## config.mk

```make
export PLATFORM = sky130hd
export DESIGN_NAME = linear_resample_downmix_pwm
export DESIGN_NICKNAME = d
export VERILOG_FILES = /design/src/hw/rtl/lrdp_pkg.sv /design/src/hw/rtl/lrdp_front.sv /design/src/hw/rtl/lrdp_back.sv /design/src/hw/rtl/linear_resample_downmix_pwm.sv
export VERILOG_INCLUDE_DIRS = /design/src /design/src/hw/rtl
export SDC_FILE = /design/constraint.sdc
export NUM_CORES = 2
export LEC_CHECK = 0
export ABC_CLOCK_PERIOD_IN_PS = 17930
export BUFFER_PORTS_ARGS = -buffer_cell sky130_fd_sc_hd__buf_4
export CORE_MARGIN = 2
export CORE_UTILIZATION = 45
export DETAILED_ROUTE_END_ITERATION = 8
export PLACE_DENSITY = 0.58
export SLEW_MARGIN = 20
export SYNTH_ARGS = -nofsm -noshare
export SYNTH_HDL_FRONTEND = slang
export SYNTH_SLANG_ARGS = --single-unit
```

## constraint.sdc

```tcl
create_clock -name aclk -period 17.93 [get_ports aclk]
set_input_delay 0.8965 -clock aclk [delete_from_list [all_inputs] [get_ports aclk]]
set_output_delay 0.8965 -clock aclk [all_outputs]
set_load 0.01 [all_outputs]
```

## src/hw/rtl/linear_resample_downmix_pwm_assert.svh

```systemverilog
// assertion macros shared by the resampler modules
`ifndef LINEAR_RESAMPLE_DOWNMIX_PWM_ASSERT_SVH
`define LINEAR_RESAMPLE_DOWNMIX_PWM_ASSERT_SVH

// implication checked on every clock edge outside reset
`define LRD_ASSERT_IMP(label, clk, rstn, ante, cons) \
    label: assert property (@(posedge clk) disable iff (!rstn) (ante) |-> (cons)) \
        else $error("assertion failed");

// implication whose consequent is checked in the cycle after the antecedent
`define LRD_ASSERT_NEXT(label, clk, rstn, ante, cons) \
    label: assert property (@(posedge clk) disable iff (!rstn) (ante) |=> (cons)) \
        else $error("assertion failed");

`endif

```

## src/hw/rtl/lrdp_pkg.sv

```systemverilog
`timescale 1ns / 1ps
// ---------------------------------------------------------------------------
// lrdp_pkg
// shared types and constants of the resampler
// ---------------------------------------------------------------------------
package lrdp_pkg;

    localparam int SAMPLE_W   = 16;
    localparam int DUTY_W     = 14;
    localparam int STEP_W     = 37;
    localparam int GAIN_W     = 16;
    localparam int CHAN_W     = 4;
    localparam int SKIP_W     = 5;
    localparam int FRAC_W     = 32;
    localparam int SKIP_MAX   = 31;

    // register indexes
    localparam logic [1:0] REG_CHANNELS   = 2'd0;
    localparam logic [1:0] REG_PHASE_STEP = 2'd1;
    localparam logic [1:0] REG_GAIN       = 2'd2;

    // back end sequencer
    typedef enum logic [2:0] {
        BE_IDLE,
        BE_ACC,
        BE_ROUND,
        BE_MUL,
        BE_DIV,
        BE_OUT
    } be_state_t;

    // one completed frame job handed from front to back
    typedef struct packed {
        logic [FRAC_W-1:0] phase;
    } job_t;

endpackage

```

## src/hw/rtl/lrdp_front.sv

```systemverilog
`timescale 1ns / 1ps
// ---------------------------------------------------------------------------
// lrdp_front
// gathers interleaved samples into frames and queues emission jobs
// ---------------------------------------------------------------------------
module lrdp_front #(
    parameter int MAX_CHANNELS = 8,
    parameter int CP_W         = 3
) (
    input  logic                                aclk,
    input  logic                                aresetn,
    input  logic                                s_valid,
    output logic                                s_ready,
    input  logic signed [lrdp_pkg::SAMPLE_W-1:0] s_sample,
    input  logic                                s_restart,
    input  logic [lrdp_pkg::CHAN_W-1:0]         eff_ch,
    input  logic                                job_busy,
    output logic                                job_valid,
    input  logic                                job_done,
    input  logic [lrdp_pkg::SKIP_W-1:0]         skip_new,
    input  logic [lrdp_pkg::FRAC_W-1:0]         frac_new,
    output logic [lrdp_pkg::FRAC_W-1:0]         job_phase,
    output logic signed [lrdp_pkg::SAMPLE_W-1:0] prev_frame [MAX_CHANNELS],
    output logic signed [lrdp_pkg::SAMPLE_W-1:0] cur_frame  [MAX_CHANNELS]
);

    logic signed [lrdp_pkg::SAMPLE_W-1:0] prev_reg [MAX_CHANNELS];
    logic signed [lrdp_pkg::SAMPLE_W-1:0] cur_reg  [MAX_CHANNELS];
    logic [CP_W-1:0]               pos_reg;
    logic [lrdp_pkg::FRAC_W-1:0]   frac_reg;
    logic [lrdp_pkg::SKIP_W-1:0]   skip_reg;
    logic                          job_reg;
    logic [CP_W:0]                 pos_eff;
    logic [CP_W-1:0]               pos_w;
    logic                          frame_done;
    logic [lrdp_pkg::SKIP_W-1:0]   skip_base;
    logic [lrdp_pkg::SKIP_W-1:0]   skip_dec;
    logic                          accept;

    // the frame store is shared with the back end, so one job at a time
    assign s_ready   = !job_reg && !job_busy;
    assign accept    = s_valid && s_ready;
    assign job_valid = job_reg;
    assign job_phase = frac_reg;

    always_comb begin
        pos_eff = s_restart ? '0 : {1'b0, pos_reg};
        if (pos_eff >= (CP_W+1)'(eff_ch)) begin
            pos_eff = (CP_W+1)'(eff_ch) - 1'b1;
        end
        pos_w      = pos_eff[CP_W-1:0];
        frame_done = (pos_eff + 1'b1) >= (CP_W+1)'(eff_ch);
        skip_base  = s_restart ? lrdp_pkg::SKIP_W'(2) : skip_reg;
        skip_dec   = (skip_base != '0) ? skip_base - 1'b1 : skip_base;
    end

    always_ff @(posedge aclk) begin
        if (!aresetn) begin
            pos_reg  <= '0;
            frac_reg <= '0;
            skip_reg <= lrdp_pkg::SKIP_W'(2);
            job_reg  <= 1'b0;
            for (int i = 0; i < MAX_CHANNELS; i++) begin
                prev_reg[i] <= '0;
                cur_reg[i]  <= '0;
            end
        end else begin
            if (job_done) begin
                job_reg  <= 1'b0;
                skip_reg <= skip_new;
                frac_reg <= frac_new;
            end
            if (accept) begin
                // a restart always lands on position zero
                for (int i = 0; i < MAX_CHANNELS; i++) begin
                    if (pos_w == '0) begin
                        prev_reg[i] <= s_restart ? '0 : cur_reg[i];
                    end
                    if (CP_W'(i) == pos_w) begin
                        cur_reg[i] <= s_sample;
                    end else if (s_restart) begin
                        cur_reg[i] <= '0;
                    end
                end
                if (s_restart) begin
                    frac_reg <= '0;
                end
                if (frame_done) begin
                    pos_reg  <= '0;
                    skip_reg <= skip_dec;
                    job_reg  <= (skip_dec == '0);
                end else begin
                    pos_reg  <= pos_w + 1'b1;
                    skip_reg <= skip_base;
                end
            end
        end
    end

    always_comb begin
        for (int i = 0; i < MAX_CHANNELS; i++) begin
            prev_frame[i] = prev_reg[i];
            cur_frame[i]  = cur_reg[i];
        end
    end

    `include "linear_resample_downmix_pwm_assert.svh"
    `LRD_ASSERT_IMP(a_job_stalls_input, aclk, aresetn, job_reg, !s_ready)
    `LRD_ASSERT_IMP(a_pos_in_range, aclk, aresetn, 1'b1, pos_reg <= CP_W'(MAX_CHANNELS - 1))
    `LRD_ASSERT_NEXT(a_done_clears, aclk, aresetn, job_done, !job_reg)

endmodule

```

## src/hw/rtl/lrdp_back.sv

```systemverilog
`timescale 1ns / 1ps
// ---------------------------------------------------------------------------
// lrdp_back
// per output: channel sum, rounding, gain, divide by channels, pwm duty
// ---------------------------------------------------------------------------
module lrdp_back #(
    parameter int MAX_CHANNELS = 8,
    parameter int PWM_PERIOD   = 16000,
    parameter int MAX_BURST    = 16,
    parameter int CP_W         = 3
) (
    input  logic                                 aclk,
    input  logic                                 aresetn,
    input  logic                                 job_valid,
    input  logic [lrdp_pkg::FRAC_W-1:0]          job_phase,
    output logic                                 job_busy,
    output logic                                 job_done,
    output logic [lrdp_pkg::SKIP_W-1:0]          skip_new,
    output logic [lrdp_pkg::FRAC_W-1:0]          frac_new,
    input  logic signed [lrdp_pkg::SAMPLE_W-1:0] prev_frame [MAX_CHANNELS],
    input  logic signed [lrdp_pkg::SAMPLE_W-1:0] cur_frame  [MAX_CHANNELS],
    input  logic [lrdp_pkg::CHAN_W-1:0]          eff_ch,
    input  logic [lrdp_pkg::STEP_W-1:0]          phase_step,
    input  logic [lrdp_pkg::GAIN_W-1:0]          gain,
    output logic                                 m_valid,
    input  logic                                 m_ready,
    output logic signed [lrdp_pkg::SAMPLE_W-1:0] m_mono_sample,
    output logic [lrdp_pkg::DUTY_W-1:0]          m_pwm_duty,
    output logic                                 m_last
);

    localparam int BC_W  = $clog2(MAX_BURST + 1);
    localparam int SUM_W = 54;        // 16 channels * 2^47
    localparam int M_W   = 40;
    localparam int P_W   = 57;
    localparam int DEN_W = 36;
    localparam int Q_W   = 22;
    localparam int HALF  = PWM_PERIOD / 2;

    lrdp_pkg::be_state_t state_reg, state_next;

    logic [lrdp_pkg::STEP_W:0]    p_reg;
    logic [BC_W-1:0]              n_reg;
    logic [CP_W:0]                c_reg;
    logic signed [SUM_W-1:0]      sum_reg;
    logic signed [M_W-1:0]        m_reg;
    logic                         neg_reg;
    logic [P_W-1:0]               rem_reg;
    logic [Q_W-1:0]               q_reg;
    logic [5:0]                   dcnt_reg;
    logic signed [lrdp_pkg::SAMPLE_W-1:0] y_out_reg;
    logic [lrdp_pkg::DUTY_W-1:0]  duty_out_reg;
    logic                         last_out_reg;
    logic                         ovalid_reg;

    logic signed [lrdp_pkg::SAMPLE_W:0] diff;
    logic signed [SUM_W-1:0]      term;
    logic [SUM_W-1:0]             sum_mag;
    logic [SUM_W-1:0]             m_mag;
    logic [P_W-1:0]               prod_mag;
    logic [DEN_W-1:0]             den;
    logic [P_W:0]                 trial;
    logic signed [Q_W:0]          y_s;
    logic signed [lrdp_pkg::SAMPLE_W-1:0] y_sat;
    logic [31:0]                  duty_w;
    logic                         more;
    logic [lrdp_pkg::STEP_W:0]    p_adv;
    logic [lrdp_pkg::STEP_W:0]    p_fin;
    logic [lrdp_pkg::STEP_W-lrdp_pkg::FRAC_W:0] whole;
    logic [CP_W-1:0]              c_idx;
    logic                         out_load;

    assign c_idx    = c_reg[CP_W-1:0];
    assign den      = DEN_W'({eff_ch, 31'd0});
    assign job_busy = (state_reg != lrdp_pkg::BE_IDLE);
    assign p_adv    = p_reg + (lrdp_pkg::STEP_W+1)'(phase_step);
    assign more     = (p_adv[lrdp_pkg::STEP_W:lrdp_pkg::FRAC_W] == '0)
                      && (n_reg + 1'b1 < BC_W'(MAX_BURST));
    assign p_fin    = p_adv;
    assign out_load = (state_reg == lrdp_pkg::BE_OUT) && (!ovalid_reg || m_ready);

    always_comb begin
        diff    = (lrdp_pkg::SAMPLE_W+1)'(cur_frame[c_idx])
                  - (lrdp_pkg::SAMPLE_W+1)'(prev_frame[c_idx]);
        term    = (SUM_W'(prev_frame[c_idx]) <<< 32)
                  + SUM_W'(diff) * $signed({1'b0, p_reg[lrdp_pkg::FRAC_W-1:0]});
        sum_mag = sum_reg[SUM_W-1] ? SUM_W'(-sum_reg) : SUM_W'(sum_reg);
        m_mag   = (sum_mag + SUM_W'(32768)) >> 16;
        prod_mag = P_W'(m_reg[M_W-1] ? -m_reg : m_reg) * P_W'(gain);
        trial   = {1'b0, rem_reg} - ((P_W+1)'(den) << dcnt_reg);
        y_s     = neg_reg ? -$signed({1'b0, q_reg}) : $signed({1'b0, q_reg});
        if (y_s > (Q_W+1)'(32767)) begin
            y_sat = 16'sh7fff;
        end else if (y_s < -(Q_W+1)'(32768)) begin
            y_sat = -16'sh8000;
        end else begin
            y_sat = y_s[lrdp_pkg::SAMPLE_W-1:0];
        end
        duty_w = ((32'(y_sat) + 32'd32768) * 32'(HALF)) >> 15;
        if (duty_w > 32'(PWM_PERIOD)) begin
            duty_w = 32'(PWM_PERIOD);
        end
        whole = p_fin[lrdp_pkg::STEP_W:lrdp_pkg::FRAC_W];
        if (whole == '0) whole = 6'(1);
        if (whole > 6'(lrdp_pkg::SKIP_MAX)) whole = 6'(lrdp_pkg::SKIP_MAX);
        skip_new = lrdp_pkg::SKIP_W'(whole);
        frac_new = p_fin[lrdp_pkg::FRAC_W-1:0];
    end

    // next state
    always_comb begin
        state_next = state_reg;
        unique case (state_reg)
            lrdp_pkg::BE_IDLE:  if (job_valid) state_next = lrdp_pkg::BE_ACC;
            lrdp_pkg::BE_ACC:   if (c_reg + 1'b1 >= (CP_W+1)'(eff_ch)) state_next = lrdp_pkg::BE_ROUND;
            lrdp_pkg::BE_ROUND: state_next = lrdp_pkg::BE_MUL;
            lrdp_pkg::BE_MUL:   state_next = lrdp_pkg::BE_DIV;
            lrdp_pkg::BE_DIV:   if (dcnt_reg == '0) state_next = lrdp_pkg::BE_OUT;
            lrdp_pkg::BE_OUT: begin
                if (!ovalid_reg || m_ready) begin
                    state_next = more ? lrdp_pkg::BE_ACC : lrdp_pkg::BE_IDLE;
                end
            end
            default: state_next = lrdp_pkg::BE_IDLE;
        endcase
    end

    // outputs
    always_comb begin
        job_done = out_load && !more;
    end

    always_ff @(posedge aclk) begin
        if (!aresetn) begin
            state_reg  <= lrdp_pkg::BE_IDLE;
            ovalid_reg <= 1'b0;
            n_reg      <= '0;
        end else begin
            state_reg <= state_next;
            if (out_load) begin
                ovalid_reg <= 1'b1;
            end else if (m_ready) begin
                ovalid_reg <= 1'b0;
            end
            case (state_reg)
                lrdp_pkg::BE_IDLE: begin
                    p_reg   <= (lrdp_pkg::STEP_W+1)'(job_phase);
                    n_reg   <= '0;
                    c_reg   <= '0;
                    sum_reg <= '0;
                end
                lrdp_pkg::BE_ACC: begin
                    sum_reg <= sum_reg + term;
                    c_reg   <= c_reg + 1'b1;
                end
                lrdp_pkg::BE_ROUND: begin
                    m_reg <= sum_reg[SUM_W-1] ? -M_W'(m_mag) : M_W'(m_mag);
                end
                lrdp_pkg::BE_MUL: begin
                    neg_reg  <= m_reg[M_W-1];
                    rem_reg  <= prod_mag + P_W'(den >> 1);
                    q_reg    <= '0;
                    dcnt_reg <= 6'(Q_W - 1);
                end
                lrdp_pkg::BE_DIV: begin
                    // restoring divide, one quotient bit per cycle
                    if (!trial[P_W]) begin
                        rem_reg <= trial[P_W-1:0];
                        q_reg   <= {q_reg[Q_W-2:0], 1'b1};
                    end else begin
                        q_reg   <= {q_reg[Q_W-2:0], 1'b0};
                    end
                    if (dcnt_reg != '0) dcnt_reg <= dcnt_reg - 1'b1;
                end
                lrdp_pkg::BE_OUT: begin
                    if (out_load) begin
                        y_out_reg    <= y_sat;
                        duty_out_reg <= duty_w[lrdp_pkg::DUTY_W-1:0];
                        last_out_reg <= !more;
                        p_reg        <= p_adv;
                        n_reg        <= n_reg + 1'b1;
                        c_reg        <= '0;
                        sum_reg      <= '0;
                    end
                end
                default: ;
            endcase
        end
    end

    assign m_valid       = ovalid_reg;
    assign m_mono_sample = y_out_reg;
    assign m_pwm_duty    = duty_out_reg;
    assign m_last        = last_out_reg;

    `include "linear_resample_downmix_pwm_assert.svh"
    `LRD_ASSERT_NEXT(a_out_hold, aclk, aresetn, m_valid && !m_ready, m_valid && $stable(m_mono_sample))
    `LRD_ASSERT_IMP(a_done_in_out, aclk, aresetn, job_done, state_reg == lrdp_pkg::BE_OUT)
    `LRD_ASSERT_IMP(a_burst_bound, aclk, aresetn, 1'b1, n_reg <= BC_W'(MAX_BURST))

endmodule

```

## src/hw/rtl/linear_resample_downmix_pwm.sv

```systemverilog
`timescale 1ns / 1ps
// ---------------------------------------------------------------------------
// linear_resample_downmix_pwm
// linear interpolation resampler with channel downmix, gain and pwm duty
// ---------------------------------------------------------------------------
// channel   | direction | fields
// s_        | in        | sample, restart
// m_        | out       | mono_sample, pwm_duty, last
// apb       | in/out    | channels, phase_step, gain
//
// a sample that completes no emitting frame leaves the input ready for the next sample
// each result passes through channel accumulate, round, multiply
// and a restoring divide by channels * 2^31
// input stalls while a frame's burst of results is being produced
// synchronous active-low reset restores registers and clears history
module linear_resample_downmix_pwm #(
    parameter int MAX_CHANNELS = 8,
    parameter int PWM_PERIOD   = 16000,
    parameter int MAX_BURST    = 16
) (
    input  logic        aclk,
    input  logic        aresetn,
    input  logic        s_valid,
    output logic        s_ready,
    input  logic signed [15:0] s_sample,
    input  logic        s_restart,
    output logic        m_valid,
    input  logic        m_ready,
    output logic signed [15:0] m_mono_sample,
    output logic [13:0] m_pwm_duty,
    output logic        m_last,
    input  logic        psel,
    input  logic        penable,
    input  logic        pwrite,
    input  logic [4:0]  paddr,
    input  logic [63:0] pwdata,
    output logic [63:0] prdata,
    output logic        pready
);

    localparam int CP_W = (MAX_CHANNELS > 1) ? $clog2(MAX_CHANNELS) : 1;

    logic [lrdp_pkg::CHAN_W-1:0] channels_reg;
    logic [lrdp_pkg::STEP_W-1:0] step_reg;
    logic [lrdp_pkg::GAIN_W-1:0] gain_reg;
    logic [lrdp_pkg::CHAN_W-1:0] eff_ch;
    logic [1:0]                  reg_idx;
    logic                        job_valid, job_busy, job_done;
    logic [lrdp_pkg::SKIP_W-1:0] skip_new;
    logic [lrdp_pkg::FRAC_W-1:0] frac_new, job_phase;
    logic signed [15:0] prev_frame [MAX_CHANNELS];
    logic signed [15:0] cur_frame  [MAX_CHANNELS];

    assign pready  = 1'b1;
    assign reg_idx = paddr[4:3];

    always_ff @(posedge aclk) begin
        if (!aresetn) begin
            channels_reg <= 4'd2;
            step_reg     <= 37'h1_0000_0000;
            gain_reg     <= 16'd32768;
        end else if (psel && penable && pwrite && paddr[2:0] == 3'd0) begin
            unique case (reg_idx)
                lrdp_pkg::REG_CHANNELS:   channels_reg <= pwdata[3:0];
                lrdp_pkg::REG_PHASE_STEP: step_reg     <= pwdata[36:0];
                lrdp_pkg::REG_GAIN:       gain_reg     <= pwdata[15:0];
                default: ;
            endcase
        end
    end

    always_comb begin
        unique case (reg_idx)
            lrdp_pkg::REG_CHANNELS:   prdata = 64'(channels_reg);
            lrdp_pkg::REG_PHASE_STEP: prdata = 64'(step_reg);
            lrdp_pkg::REG_GAIN:       prdata = 64'(gain_reg);
            default:                  prdata = '0;
        endcase
        if (channels_reg == '0) begin
            eff_ch = 4'd1;
        end else if (32'(channels_reg) > MAX_CHANNELS) begin
            eff_ch = lrdp_pkg::CHAN_W'(MAX_CHANNELS);
        end else begin
            eff_ch = channels_reg;
        end
    end

    lrdp_front #(.MAX_CHANNELS(MAX_CHANNELS), .CP_W(CP_W)) u_front (
        .aclk, .aresetn, .s_valid, .s_ready, .s_sample, .s_restart,
        .eff_ch, .job_busy, .job_valid, .job_done, .skip_new, .frac_new,
        .job_phase, .prev_frame, .cur_frame
    );

    lrdp_back #(.MAX_CHANNELS(MAX_CHANNELS), .PWM_PERIOD(PWM_PERIOD),
                .MAX_BURST(MAX_BURST), .CP_W(CP_W)) u_back (
        .aclk, .aresetn, .job_valid, .job_phase, .job_busy, .job_done,
        .skip_new, .frac_new, .prev_frame, .cur_frame, .eff_ch,
        .phase_step(step_reg), .gain(gain_reg), .m_valid, .m_ready,
        .m_mono_sample, .m_pwm_duty, .m_last
    );

endmodule
```

==> flow_summary.toml <==
[yosys]
synth_cells = 8697
ys.warnings.count = 0
ys.flop_type = "edfxtp_1"
yosysTopAreaCellShare_pct = 29.2
synth_area_leaders = "fa_1 29%, edfxtp_1 18%, ha_1 7.8%"
async_reset_ff_share_pct = 0
synth_cell_types = 105
synth_area_sq_um = 80800
synth-seq-cells = 585
synth_top_cell_by_area = "fa_1"
yosysSeqAreaShare_pct = 20.4
syn_avg_cell_area_sq_um = 9.29
synth_edf_count = 478

[timing]
slew_violations = 0
worst_pin_slew_ps = 1180
setup-violations-final = 0
min_period_ps = 15680
maxSlewHeadroom_pct = 21.4
finalHoldViolations = 0
fin_worst_skew_ps = 36.4
post-route-period-util_pct = 87.5
max_freq_mhz = 63.8
rsz0062_at_grt = "false"
setup-tns-final_ps = 0

[clocking]
cts_num_sinks = 585
cts_hold_buf = 0
clock-root-buffer = "clkbuf_16"
numCtsBuffers = 71
clk_pin_slew_ps = 60
clk_latency_ps = 690
ctsResizeCount = 0
cts_setup_buffers = 0
htree_levels = 3
cts_buffer_depth = 3
cts_tree = "done"

[cells_and_area]
layout-drive-gt1-share_pct = 6.95
nNetsFinal = 10500
instances_no_fill = 11100
layout_common_cells = "1529 x inv_1, 1180 x fa_1, 1171 x nand2_1"
final_common_cell = "inv_1"
layout-area-overhead-vs-synth_pct = 7.74
fin_util_pct = 48.8

[place]
io_buffer_count = 135
place_congestion = 0.893
dp_hpwl_mm = 163
dp.cells = 11000

[floorplanning]
die_h_um = 428
row_count = 155
ioPinCount = 191
initial_core_util_pct = 45.3
core_sq_um = 178000
die_w_um = 428
dieArea_sq_um = 183000

[detailed_routing]
wl_met2_mm = 109
totalWireLength_mm = 219
avgViaCountPerCell = 5.36
met3_length_mm = 10.6
dr.max_layer_used = "met5"
ant_nets = 0
routedLengthMet1_mm = 93.2
drt_iter0_markers = 3823
dr.pass1.iters = 6
dr_total_vias = 59700
post_drt_wl_per_cell_um = 19.6
post-route-drc-count = 0

[global_routing]
grt_max_degree = 99
grt_pass1_vias = 62400
grt_use_total_pct = 24.4
antenna_found_initial = 7
grt_pass1_wl_mm = 350
globalRouteOverflowTotal = 0

[setup_path]
critPathArrivalTime_ps = 16100
reg2reg_slack_ps = 2250
crit_path_max_incr_delay_ps = 560
endpoint = "u_back.sum_reg[53]"
required_ps = 18350
r2r_cells = 55
r2r_start = "u_back.c_reg[1]"
crit_start = "u_back.c_reg[1]"
critPathLaunchType = "flip-flop"
worstSetupPathType = "flip-flop to flip-flop"
path_max_fanout = 37
endpoint_kind = "flip-flop"
critPathSlowestCell = "buf_4"
timing.rr.end = "u_back.sum_reg[53]"

[outcome]
status = "completed"

[job]
maxCapViolations = 0

[hold_path]
hold_path_class = "primary input to flip-flop"
[synth_stat cells (18+ instances only)]
cell / n
nor2_1: 314
nor2b_1: 105
and3_1: 40
dfxtp_1: 107
mux2_2: 22
buf_1: 28
ha_1: 504
buf_4: 28
nand2b_1: 58
a21o_1: 146
mux2i_1: 43
a21oi_1: 268
a31oi_1: 49
inv_1: 1529
o21a_1: 40
o311ai_0: 18
or3_1: 44
nand3_1: 129
nand4b_1: 20
a211oi_1: 32
nor4_1: 27
fa_1: 1180
nand3b_1: 41
or4_1: 26
and2_1: 583
edfxtp_1: 478
nand2_1: 1173
clkbuf_1: 410
o211ai_1: 30
or2_2: 58
xor2_1: 130
o21bai_1: 46
nor3_1: 83
o31ai_1: 48
o21ai_0: 227
mux4_2: 64
xnor2_1: 230
a21boi_0: 66
nand4_1: 30
[routing by layer]
metal / up-vias / track usage, %
met2: 1402 / 42.6
met4: 4 / 6.63
met5: - / 0
li1: 27700 / -
met1: 30300 / 32.1
met3: 309 / 2.89
[how the worst min path moves through the flow]
stage	from	to	slack, ps	depth (start not counted)
5_1_grt	pwdata[32]	step_reg[32]	410	3
3_5_place_dp	u_front.job_phase[26]	u_front.job_phase[26]	450	2
6_report	pwdata[32]	step_reg[32]	430	3
2_1_floorplan	u_front.pos_reg[2]	u_front.pos_reg[2]	440	2
4_1_cts	pwdata[15]	gain_reg[15]	380	3
3_3_place_gp	u_front.job_phase[25]	u_front.job_phase[25]	440	2
[area by class of cell]
class                   count  area, sq um
inverters                1529         5740
diodes                      1         2.50
clock inverters            35          469
repair buffers            274         2060
well taps                2355         2950
multi-input cells        6268        57400
clock buffers              95         1930
flip-flops and latches    585        16500
fillers                 17000        91400
[worst max-delay path: cells and delay by family, from the launching register on]
family | cells | cell delay [ps]
muxes | 2 | 760
adders and majority gates | 10 | 4330
buffers and inverters | 7 | 1740
AOI/OAI and AO/OA | 20 | 4720
xor gates and xnor gates | 3 | 950
and+or+nand+nor | 13 | 2510
DFF | 1 | 320
[logic make-up after synthesis]
logic type / Yosys count / synth area share [%]
AO/OA/AOI/OAI: 1142 / 9.33
XOR/XNOR: 361 / 3.93
adder cells (fa/ha/maj): 1684 / 37.0
buffers and inverters: 2006 / 9.49
flip-flops: 585 / 20.4
multiplexers: 130 / 2.64
other: 2 / 0.00930
AND/OR/NAND/NOR: 2787 / 17.1
[per-stage QoR]
step	hold slack, ps	setup WS [ps]	cell area (sq um)
finish	431	2250	87000
global route	405	1140	87000
CTS	378	2350	87000
detailed placement	447	2400	84600
global placement	441	2740	84600
floorplan	436	4930	81400
Power is left out: the tool's default activity adds up to more than one toggle a clock period on the data nets, which glitch-free logic cannot reach.
